===== config.mk =====
export PLATFORM = sky130hd
export DESIGN_NAME = dmpp_merge
export DESIGN_NICKNAME = d
export VERILOG_FILES = /design/src/hdl/dmpp_pkg.sv /design/src/hdl/dmpp_merge.sv
export SDC_FILE = /design/constraint.sdc
export NUM_CORES = 1
export LEC_CHECK = 0
export BUFFER_PORTS_ARGS = -buffer_cell sky130_fd_sc_hd__buf_2
export CAP_MARGIN = 20
export CORE_ASPECT_RATIO = 1.2
export CORE_MARGIN = 2
export CORE_UTILIZATION = 43
export CTS_BUF_LIST = sky130_fd_sc_hd__clkbuf_2 sky130_fd_sc_hd__clkbuf_4 sky130_fd_sc_hd__clkbuf_8
export CTS_CLUSTER_SIZE = 14
export DETAILED_ROUTE_END_ITERATION = 7
export GPL_TIMING_DRIVEN = 0
export PLACE_DENSITY = 0.85
export SETUP_SLACK_MARGIN = 0.4
export SLEW_MARGIN = 20
export SYNTH_ARGS = -nofsm -noshare
export SYNTH_HDL_FRONTEND = slang
export SYNTH_SLANG_ARGS = --single-unit

===== constraint.sdc =====
create_clock -name clk_i -period 2.45 [get_ports clk_i]
set_clock_uncertainty 0.2 [all_clocks]
set_input_delay 0.49 -clock clk_i [delete_from_list [all_inputs] [get_ports clk_i]]
set_output_delay 0.49 -clock clk_i [all_outputs]
set_load 0.005 [all_outputs]

===== src/hdl/dmpp_pkg.sv =====
// ----------------------------------------------------------------------------
// dmpp_pkg
// Shared widths, register and command codes, and the lane/merge handshake
// types for the dual-wheel position controller.
// ----------------------------------------------------------------------------
package dmpp_pkg;

  localparam int COUNT_BITS_DEF = 24;
  localparam int FRAC_BITS_DEF  = 16;

  localparam int GAIN_W     = 24;
  localparam int OFS_W      = 6;
  localparam int FWD_W      = 16;
  localparam int TURN_W     = 15;
  localparam int BAND_W     = 8;
  localparam int SUM_W      = 32;
  localparam int DRIVE_W    = 9;
  localparam int MAG_W      = 7;
  localparam int CMD_W      = 3;
  localparam int HEAD_W     = 2;
  localparam int CFG_IDX_W  = 3;
  localparam int CFG_DATA_W = 24;

  localparam int DRIVE_MIN = 50;
  localparam int DRIVE_MAX = 100;

  // register indexes
  localparam logic [CFG_IDX_W-1:0] REG_GAIN_P    = 3'd0;
  localparam logic [CFG_IDX_W-1:0] REG_GAIN_I    = 3'd1;
  localparam logic [CFG_IDX_W-1:0] REG_GAIN_D    = 3'd2;
  localparam logic [CFG_IDX_W-1:0] REG_LEFT_OFS  = 3'd3;
  localparam logic [CFG_IDX_W-1:0] REG_RIGHT_OFS = 3'd4;
  localparam logic [CFG_IDX_W-1:0] REG_FWD_CNT   = 3'd5;
  localparam logic [CFG_IDX_W-1:0] REG_TURN_CNT  = 3'd6;
  localparam logic [CFG_IDX_W-1:0] REG_SETTLE    = 3'd7;

  // reset values
  localparam logic [GAIN_W-1:0] GAIN_P_RST   = 24'd65536;
  localparam logic [GAIN_W-1:0] GAIN_I_RST   = 24'd66;
  localparam logic [GAIN_W-1:0] GAIN_D_RST   = 24'd6554;
  localparam logic [FWD_W-1:0]  FWD_CNT_RST  = 16'd1800;
  localparam logic [TURN_W-1:0] TURN_CNT_RST = 15'd750;
  localparam logic [BAND_W-1:0] SETTLE_RST   = 8'd10;

  // command codes
  localparam logic [CMD_W-1:0] CMD_FWD   = 3'd1;
  localparam logic [CMD_W-1:0] CMD_LEFT  = 3'd2;
  localparam logic [CMD_W-1:0] CMD_RIGHT = 3'd3;
  localparam logic [CMD_W-1:0] CMD_ABOUT = 3'd4;
  localparam logic [CMD_W-1:0] CMD_STOP  = 3'd5;

  // sequencer strobes into each lane
  typedef struct packed {
    logic err_en;
    logic mul_en;
    logic run;
  } dmpp_step_t;

  // what a lane found for the current tick
  typedef struct packed {
    logic                      act;
    logic signed [DRIVE_W-1:0] drive;
  } dmpp_lane_res_t;

endpackage


===== src/hdl/dmpp_merge.sv =====
// ----------------------------------------------------------------------------
// dmpp_merge
// Combines both lanes: decides when the move has settled, keeps the finish
// flag and holds the result transaction in the output register.
// ----------------------------------------------------------------------------
module dmpp_merge (
  input  logic                                clk_i,
  input  logic                                rst_ni,
  input  dmpp_pkg::dmpp_lane_res_t            left_i,
  input  dmpp_pkg::dmpp_lane_res_t            right_i,
  input  logic                                moving_i,
  input  logic                                mul_en_i,
  input  logic                                fin_en_i,
  input  logic [dmpp_pkg::HEAD_W-1:0]         heading_i,
  output logic                                done_o,
  output logic                                out_free_o,
  output logic                                out_valid_o,
  input  logic                                out_ready_i,
  output logic signed [dmpp_pkg::DRIVE_W-1:0] left_drive_o,
  output logic signed [dmpp_pkg::DRIVE_W-1:0] right_drive_o,
  output logic                                busy_res_o,
  output logic                                clear_counts_o,
  output logic [dmpp_pkg::HEAD_W-1:0]         heading_now_o
);

  logic clear_q;
  logic out_valid_q;
  logic wr_en;

  assign done_o     = moving_i && !left_i.act && !right_i.act;
  assign out_free_o = !out_valid_q || out_ready_i;
  assign wr_en      = fin_en_i && out_free_o;

  always_ff @(posedge clk_i or negedge rst_ni) begin
    if (!rst_ni) begin
      clear_q     <= 1'b0;
      out_valid_q <= 1'b0;
    end else begin
      if (mul_en_i) begin
        clear_q <= done_o;
      end
      if (wr_en) begin
        out_valid_q <= 1'b1;
      end else if (out_ready_i) begin
        out_valid_q <= 1'b0;
      end
    end
  end

  always_ff @(posedge clk_i) begin
    if (wr_en) begin
      left_drive_o   <= left_i.drive;
      right_drive_o  <= right_i.drive;
      busy_res_o     <= moving_i;
      clear_counts_o <= clear_q;
      heading_now_o  <= heading_i;
    end
  end

  assign out_valid_o = out_valid_q;

endmodule


* Yosys cells after proc, flatten, opt, wreduce, memory -nomap -nowiden *
Index checks and enable logic that the tools add are counted.

word-level totals
  bits in registers = 24
  input port bits = 28
  logic and storage cells = 17

cells by class
  multiplexer cells = 2
  reductions and logical operators = 8

operators by type and width
  kind                count
  logical AND 1 bit   3
  logical NOT 1 bit   3
  two-way mux 1 bit   2
  nonzero test 2 bit  1
  logical OR 1 bit    1

* Depth between registers and ports, before layout *
  depth after elaboration = 4
  depth in mapped cells = 2

* Worst setup path after synthesis *
No wires, ideal clock.

  kind = input to register
  start point = in out_ready_i
  end point = reg busy_res_o (enable)
  arrival = 1,219 ps
  data required time = 1,869 ps
  setup slack = 650 ps
  stages = 2
  path buffers = 0
  path through = nand2b_1 > and2_1

on the way
  cells in the longest elaborated chain, start to end = 2

ends and longest elaborated chain
  what                  line              RTL
  start, declared       dmpp_merge.sv:18  input logic out_ready_i,
  logical OR 1 bit      dmpp_merge.sv:31  assign out_free_o = !out_valid_q || out_ready_i;
  logical AND 1 bit     dmpp_merge.sv:32  assign wr_en = fin_en_i && out_free_o;
  via wr_en             dmpp_merge.sv:28  logic wr_en;
  end signal, assigned  dmpp_merge.sv:54  busy_res_o <= moving_i;
  end, declared         dmpp_merge.sv:21  output logic busy_res_o,

The timed path passes the listed nets, and every way through them passes these cells.
A chain may end at the register's enable or synchronous reset.

* Worst setup path after layout *
  start point = reg out_valid_q, in the netlist out_valid_o
  end point = reg heading_now_o[1] (netlist name) (enable)

on the way
  cells in the longest elaborated chain, start to end = 3

ends and longest elaborated chain
  what                    line              RTL
  start, declared         dmpp_merge.sv:27  logic out_valid_q;
  start signal, assigned  dmpp_merge.sv:37  out_valid_q <= 1'b0;
  start signal, assigned  dmpp_merge.sv:43  out_valid_q <= 1'b1;
  start signal, assigned  dmpp_merge.sv:45  out_valid_q <= 1'b0;
  logical NOT 1 bit       dmpp_merge.sv:31
  logical OR 1 bit        dmpp_merge.sv:31
  logical AND 1 bit       dmpp_merge.sv:32
  via wr_en               dmpp_merge.sv:28
  end signal, assigned    dmpp_merge.sv:56  heading_now_o <= heading_i;
  end, declared           dmpp_merge.sv:23  output logic [dmpp_pkg::HEAD_W-1:0] heading_now_o

The timed path passes the listed nets, and every way through them passes these cells.

==> flow_summary.toml <==
[outcome]
status = "completed"

[drt]
dr.pass1.iters = 1
vias = 477
drt_wl_total_mm = 1.326
drt.antenna.violating_nets = 0
avgViaCountPerCell = 4.587
first_iter_violations = 0
wl_per_cell_um = 12.75
drc_errors = 0

[layout]
drive_gt1_share_pct = 67.44
fill_cells = 121
ff_latch_area_um2 = 710.7
multi_input_area_um2 = 46.29
nets = 115
final_cells = 104
area_delta_synth_final_pct = 42.65
antennaDiodeCount = 0

[floorplanning]
coreArea_um2 = 1642
die_h_um = 49.96
dieArea_um2 = 2113
io_pins = 53
start_util_pct = 46.11
row_count = 16
fp.dieW_um = 42.30

[critical_path]
crit_chain = "nand2b_1, and2_1"
critPathSlowestCell = "and2_1"
critPathTopFamily = "simple AND/OR/NAND/NOR gates"
critPathMaxStageDelay_ns = 0.75
required_ns = 2.18
start_kind = "flip-flop"
endpoint_kind = "flip-flop"
path_buf_inv = 0
crit_type = "reg2reg"
cp_max_fo = 22
arrival_ns = 1.54

[clock_tree]
clkTransAtPathRegs_ns = 0.12
cts_resized = 0
clkSinkCount = 24
cts-root-buf = "clkbuf_4"
max-clock-path-buffers = 2
cts_buffers = 3
clk-insertion-delay-late_ns = 0.29
cts_tree = "built"
h-tree-depth = 1

[yosys]
syn-num-nets = 57
ys_async_sr_fraction_pct = 8.333
syn_avg_cell_area_um2 = 26.10
ys_ff_latch = 24
ys_types = 6
synth_most_common_cell = "edfxtp_1"
synth_top_area_share_pct = 87.27
synthTopCellsByArea = "edfxtp_1 (87%), dfrtp_1 (6.6%), mux2_4 (2.0%)"
yosysTopAreaCell = "edfxtp_1"
netlist_area_um2 = 757.0
yosysSeqAreaShare_pct = 93.88
postSynthCellCount = 29
synth-warning-count = 0
ys_top_cells_by_count = "edfxtp_1 (22), dfrtp_1 (2), nand2b_1 (2)"
synthFlopType = "edfxtp_1"
synth_edf_count = 22

[placed_design]
dp_hpwl_mm = 1.006
gp_congestion = 0.7099
dp.cells = 99
port_buffers = 52

[sta]
period_needed_ns = 1.810
rsz0062_at_grt = "false"
maxSlewHeadroom_pct = 38.30
clock.fmax_mhz = 552.6
tightest_slew_ns = 0.9255
setup_viol = 0
slew_violations = 0
hold_violations = 0
fin_tns_setup_ns = 0
fin_crit_sh_pct = 73.86

[power]
vdd_drop_max_mv = 0.3834
p_per_area_nw_per_um2 = 665.0
p_leak_uw = 0.0004808

[run]
maxCapViolations = 0

[global_routing]
overflow = 0
antenna_found_initial = 0
grt_max_degree = 23
grt_first_pass_wirelength_mm = 2.014
first_global_vias = 446
grt.total_usage_pct = 12.95

[worst_hold_path]
hold_class = "in2reg"
==> report_power, final <==
group	internal (uW)	total, uW	switching (uW)	leakage (uW)
Combinational	33.5	60.8	27.3	0.000228
Sequential	474	479	5.06	0.000234
Clock	74.4	178	104	0.0000184
Total	582	718	136	0.000481
==> cell type report <==
type | count | area share [%]
flip-flops and latches | 24 | 65.82
repair buffers | 53 | 25.03
multi-input cells | 5 | 4.287
clock buffers | 4 | 2.781
well taps | 18 | 2.086
==> through the flow <==
stage / power [uW] / instance area, um2 / worst slack [ns] / hold slack, ns / utilization, %
finish: 718.1 / 1080 / 0.6403 / 0.1562 / 65.78
global route: 747.9 / 1080 / 0.4886 / 0.1388 / 65.78
CTS: 723.1 / 1080 / 0.6231 / 0.1507 / 65.78
detailed placement: 549.5 / 1040 / 0.4160 / 0.07860 / 63.34
global placement: 546.6 / 1040 / 0.4691 / 0.07805 / 63.34
floorplan: 504.4 / 757.0 / 0.6503 / -0.005591 / -
==> logic make-up (layout without fill, tap and decap cells) <==
kind of cell | after synthesis | count (layout) | synth area share [%]
and+or+nand+nor | 4 | 4 | 4.132
buffers and inverters | 0 | 57 | 0
DFF | 24 | 24 | 93.88
muxes | 1 | 1 | 1.983
==> registers in the layout, indices dropped and copies added (netlist names) <==
signal / flops
out_valid_o: 1
clear_q: 1
right_drive_o: 9
left_drive_o: 9
busy_res_o: 1
heading_now_o: 2
clear_counts_o: 1
==> layer usage <==
layer	part of all wire, %	track usage (%)	routed length, um
met2	45	21.28	596
met4	0	3.125	0
met3	14	4.396	191
met5	0	0	0
met1	41	16.46	538
==> cells in the final DEF (no fill, tap or decap) <==
master / instances
buf_2: 52
edfxtp_1: 22
clkbuf_4: 4
nand2b_1: 2
dfrtp_1: 2
and2_1: 1
nor3b_2: 1
mux2_4: 1
dlygate4sd3_1: 1
==> path summary, 6_finish.rpt <==
kind | startpoint | to | slack, ns | cells past startpoint
worst max register to register | out_valid_o$_DFFE_PN0P_ | heading_now_o[1]$_DFFE_PP_ | 0.64 | 2
worst min register to register | clear_q$_DFFE_PN0P_ | clear_counts_o$_DFFE_PP_ | 0.27 | 0
max in group asynchronous | rst_ni | clear_q$_DFFE_PN0P_ | 1.66 | 2
worst max-delay path | out_valid_o$_DFFE_PN0P_ | heading_now_o[1]$_DFFE_PP_ | 0.64 | 2
min in group asynchronous | rst_ni | out_valid_o$_DFFE_PN0P_ | 0.29 | 2
worst min-delay path | left_i[7] | left_drive_o[7]$_DFFE_PP_ | 0.16 | 1
==> what timing repair did <==
action	in CTS	in global routing
setup buffers	0	0
hold buffers	1	0
endpoints found under the hold margin	2	0
Note: power is estimated with default switching activity, not from simulation.
